[config.mk]
export PLATFORM = sky130hd
export DESIGN_NAME = hbs_mac
export DESIGN_NICKNAME = d
export VERILOG_FILES = /design/src/hdl/heightmap_bilinear_sampler_macros.svh /design/src/hdl/hbs_pkg.sv /design/src/hdl/hbs_mac.sv
export SDC_FILE = /design/constraint.sdc
export NUM_CORES = 2
export LEC_CHECK = 0
export BUFFER_PORTS_ARGS = -buffer_cell sky130_fd_sc_hd__buf_2
export CAP_MARGIN = 0
export CORE_MARGIN = 3
export CORE_UTILIZATION = 45
export DETAILED_ROUTE_END_ITERATION = 6
export PLACE_DENSITY = 0.57
export RECOVER_POWER = 100
export REMOVE_ABC_BUFFERS = 1
export SLEW_MARGIN = 20
export SYNTH_ARGS = -nofsm -noshare
export SYNTH_HDL_FRONTEND = slang
export SYNTH_SLANG_ARGS = --single-unit
export TNS_END_PERCENT = 50
[constraint.sdc]
create_clock -name clk -period 8.2 [get_ports clk]
set_clock_uncertainty 0.05 [all_clocks]
set_input_delay 1.23 -clock clk [delete_from_list [all_inputs] [get_ports clk]]
set_output_delay 1.23 -clock clk [all_outputs]
set_load 0.005 [all_outputs]
[src/hdl/heightmap_bilinear_sampler_macros.svh]
// Assertion helpers used by the top module of the height map sampler.
`ifndef HEIGHTMAP_BILINEAR_SAMPLER_MACROS_SVH
`define HEIGHTMAP_BILINEAR_SAMPLER_MACROS_SVH

`ifndef SYNTH

// The consequent must hold in the same cycle as the antecedent.
`define HBS_ASSERT_NOW(lbl, clk_s, rst_s, ante, cons) \
  lbl: assert property (@(posedge clk_s) disable iff (rst_s) (ante) |-> (cons)) \
    else $error("assertion failed");

// The consequent must hold in the cycle after the antecedent.
`define HBS_ASSERT_NEXT(lbl, clk_s, rst_s, ante, cons) \
  lbl: assert property (@(posedge clk_s) disable iff (rst_s) (ante) |=> (cons)) \
    else $error("assertion failed");

`else

`define HBS_ASSERT_NOW(lbl, clk_s, rst_s, ante, cons)
`define HBS_ASSERT_NEXT(lbl, clk_s, rst_s, ante, cons)

`endif

`endif

[src/hdl/hbs_pkg.sv]
`timescale 1ns / 1ps

package hbs_pkg;

  localparam int GRID_DIM  = 257;
  localparam int HEIGHT_W  = 24;
  localparam int RAM_DEPTH = GRID_DIM * GRID_DIM;
  localparam int ADDR_W    = $clog2(RAM_DEPTH);
  localparam int IDX_W     = 9;
  localparam int COORD_W   = 17;
  localparam int POS_W     = 19;
  localparam int INV_W     = 16;

  // Shared multiplier: signed A by signed B, accumulated.
  localparam int MUL_A_W = 34;
  localparam int MUL_B_W = 18;
  localparam int ACC_W   = 42;
  localparam int SCALE_SHIFT = 12;

  localparam logic [INV_W-1:0] INV_RESET  = 16'd4096;
  localparam logic [IDX_W-1:0] USED_RESET = 9'd257;

  typedef enum logic [1:0] {
    OP_WRITE  = 2'd0,
    OP_SAMPLE = 2'd1,
    OP_BOUNDS = 2'd2,
    OP_NOP    = 2'd3
  } hbs_op_t;

  typedef enum logic [1:0] {
    CFG_INV_CELL = 2'd0,
    CFG_COLS     = 2'd1,
    CFG_ROWS     = 2'd2,
    CFG_UNUSED   = 2'd3
  } hbs_cfg_t;

  typedef enum logic [4:0] {
    ST_CLEAR,
    ST_IDLE,
    ST_WRITE,
    ST_SCALE_X,
    ST_SCALE_Z,
    ST_CLAMP_X,
    ST_CLAMP_Z,
    ST_READ00,
    ST_READ10,
    ST_READ01,
    ST_READ11,
    ST_ROW1,
    ST_ROW1B,
    ST_WAIT1,
    ST_BLEND0,
    ST_BLEND1,
    ST_WAIT2,
    ST_FINISH,
    ST_SCAN_RD,
    ST_SCAN_TAIL,
    ST_SCAN_DONE,
    ST_RESULT
  } hbs_state_t;

  typedef struct packed {
    logic issue;
    logic clear;
  } mac_ctl_t;

  // A used size of zero counts as one, anything above the grid as the grid.
  function automatic logic [IDX_W-1:0] used_size(input logic [IDX_W-1:0] v);
    logic [IDX_W-1:0] r;
    if (v == '0) begin
      r = IDX_W'(1);
    end else if (v > IDX_W'(GRID_DIM)) begin
      r = IDX_W'(GRID_DIM);
    end else begin
      r = v;
    end
    return r;
  endfunction

endpackage

[src/hdl/hbs_mac.sv]
`timescale 1ns / 1ps

module hbs_mac import hbs_pkg::*; (
  input  logic                      clk,
  input  logic                      rst,
  input  mac_ctl_t                  ctl,
  input  logic signed [MUL_A_W-1:0] a,
  input  logic signed [MUL_B_W-1:0] b,
  output logic signed [ACC_W-1:0]   acc
);

  logic signed [MUL_A_W+MUL_B_W-1:0] prod;
  logic                              prod_vld;
  logic                              prod_clr;

  // Product is registered before it reaches the accumulator, so a result
  // reaches acc through the prod register and then the acc register.
  always_ff @(posedge clk) begin
    prod <= a * b;
  end

  always_ff @(posedge clk) begin
    if (rst) begin
      prod_vld <= 1'b0;
      prod_clr <= 1'b0;
    end else begin
      prod_vld <= ctl.issue;
      prod_clr <= ctl.clear;
    end
  end

  always_ff @(posedge clk) begin
    if (rst) begin
      acc <= '0;
    end else if (prod_vld) begin
      if (prod_clr) begin
        acc <= ACC_W'(prod);
      end else begin
        acc <= acc + ACC_W'(prod);
      end
    end
  end

endmodule

==> metrics.cfg <==
[cts]
cts_sinks = 86
cts.reportedPaths.clkPinSlew_ps = 60
clock_latency_ps = 360
cts_buffer_depth = 2
post-cts-setup-buffers = 0
cts_tree = built
holdBufCountCts = 0
numCtsBuffers = 9
cts_resized = 0
htreeDepth = 3
ctsRootBufferMaster = clkbuf_16

[job]
maxCapViolCount = 1

[drt]
num_vias = 17173
routed_wl_mm = 60.7
ant_nets = 0
vias_per_cell = 5.19
drt_iter0_markers = 987
drt_drc_violations_left = 0
wl_per_cell_um = 18.4
first_pass_iters = 7

[critical_path]
crit_arrival_ps = 8040
endpoint_kind = register
crit_path_frequent_cell = fa_1
critical_path_peak_fanout = 34
crit_slowest_cell = buf_2
crit_chain = buf_2 > nand2_1 > fa_1 > fa_1 > fa_1 > inv_1 > fa_1 > fa_1 > inv_1 > fa_1 > inv_1 > ha_1 > a211oi_1 > nand3_1 > a31oi_1 > o21ai_0 > a221oi_1 > o211ai_1 > a31o_2 > a21oi_1 > xnor2_1
cp-start-kind = input port
required_ps = 8430
path_delay_family = adder cells
crit_type = input port to register
crit_buf_inv = 4
cpPeakStageDelay_ps = 720

[floorplanning]
die_area_um2 = 53200
row_count = 81
die_width_um = 231
fp.coreArea_um2 = 49500
initial_core_util = 0.460
die_h_um = 231
io_pins = 98

[synth]
yosys_register_bits = 86
synth_edf_count = 0
syn-cell-area_um2 = 22700
ys_top_cells_by_count = inv_1 (593), fa_1 (486), nand2_1 (434)
synth_area_leaders = fa_1 (43%), inv_1 (9.8%), ha_1 (8.5%)
ys.flop_type = dfxtp_1
yosysUniqueCellTypes = 76
ys_async_sr_fraction = 0
syn_avg_cell_area_um2 = 8.61
synth_top_cell_by_area = fa_1
yosysWarnings = 0
syn_inst = 2640
ys_seq_area_frac = 0.0757
synth.most_common_cell = inv_1
yosysTopAreaCellShare = 0.428

[timing]
slew_violations = 34
hold_ws_ps = 444
fmax_ghz = 0.128
worst_pin_slew_ps = 1740
grt_setup_unrepaired = no
hold_viol_final = 0
period_share = 0.952
setup_viol = 0
slew_headroom = -0.162
setup_tns_ps = 0
fin_crit_ps = 7810

[global_routing]
grt_overflow = 0
grt_max_degree = 84
grt_pass1_wl_mm = 99.4
gr-usage-met2 = 0.390
grt_util_all_layers = 0.236
grt-busiest-layer = met2
use_met3 = 0.0334
grt_pass1_vias = 18455
antenna_found_initial = 0
grt_util_met1 = 0.330

[placed_design]
dp.cells = 3292
port_buffers = 97
gp_congestion = 0.947
place_hpwl_mm = 46.5

[run_status]
run_status = finished with violations
violations = max-capacitance violations, max-slew violations

[layout]
antenna_cells = 0
seq_area_um2 = 1720
final_cells = 3307
drive_above_1_share = 0.0496
fin_nets = 3336
final_util = 0.485
multi_input_area_um2 = 18200
n_fill_cell = 4886
area_growth_pct = 5.57

[worst_hold_path]
holdCritPathClass = register to register

[routing by layer]
layer / share of wire / vias to the layer above
li1: - / 7911
met1: 0.45 / 8717
met2: 0.47 / 463
met3: 0.058 / 82
met4: 0.022 / 0
met5: 0 / -
[metrics by stage]
step	cell area, µm²	setup WS (ps)
after floorplan	22200	1430
after global placement	23800	164
after detailed placement	23800	0.552
after CTS	24100	365
after global routing	24000	1.84
final	24000	390
[tightest hold or removal path, stage by stage (launching register included)]
cell	delay (ps)
dfxtp_1	330
a31oi_1	80
o41ai_1	60
[layout make-up]
type / count / area share
sequential: 86 / 0.0718
clock buffer: 10 / 0.00996
multi-input combinational: 1825 / 0.759
clock inverter: 5 / 0.00250
timing repair buffer: 123 / 0.0289
tap: 664 / 0.0346
inverter: 594 / 0.0929
[flip-flops by register name (all words and copies together) (netlist names)]
register  cells
prod_vld      1
prod         42
prod_clr      1
acc          42
[cell families (layout without fill, tap and decap cells)]
group,Yosys count,in the layout,synth area share
flops,86,86,0.0757
simple gates,805,805,0.165
buf+inv,729,732,0.121
compound gates,285,285,0.0882
fa+ha+maj,641,641,0.513
mux,5,5,0.00226
xor+xnor,89,89,0.0343
[worst paths after layout]
kind | start | endpoint | slack, ps | cells past startpoint
worst max register to register | acc[8] | acc[29] | 4580 | 11
worst min register to register | prod[29] | acc[29] | 440 | 2
worst min-delay path | prod[29] | acc[29] | 440 | 2
worst max-delay path | b[3] | prod[40] | 390 | 21
[cell usage in the layout (no fill, tap or decap), drive strengths merged, types with 8 or more instances in the layout]
| cell | count |
|---|---|
| o21bai | 13 |
| and3 | 13 |
| xor2 | 25 |
| o211a | 12 |
| nand2 | 434 |
| o21a | 8 |
| nor3 | 20 |
| o21ai | 50 |
| inv | 593 |
| and2 | 175 |
| nand3 | 23 |
| fa | 486 |
| nor2 | 72 |
| o211ai | 34 |
| a21oi | 62 |
| xnor2 | 64 |
| buf | 99 |
| a211oi | 15 |
| clkbuf | 34 |
| nor2b | 29 |
| dfxtp | 86 |
| a31oi | 14 |
| ha | 155 |
| nand2b | 15 |
| a21o | 41 |
Power is not shown: default switching activity piles up to over one toggle a cycle in this logic, so the estimate is an artifact.
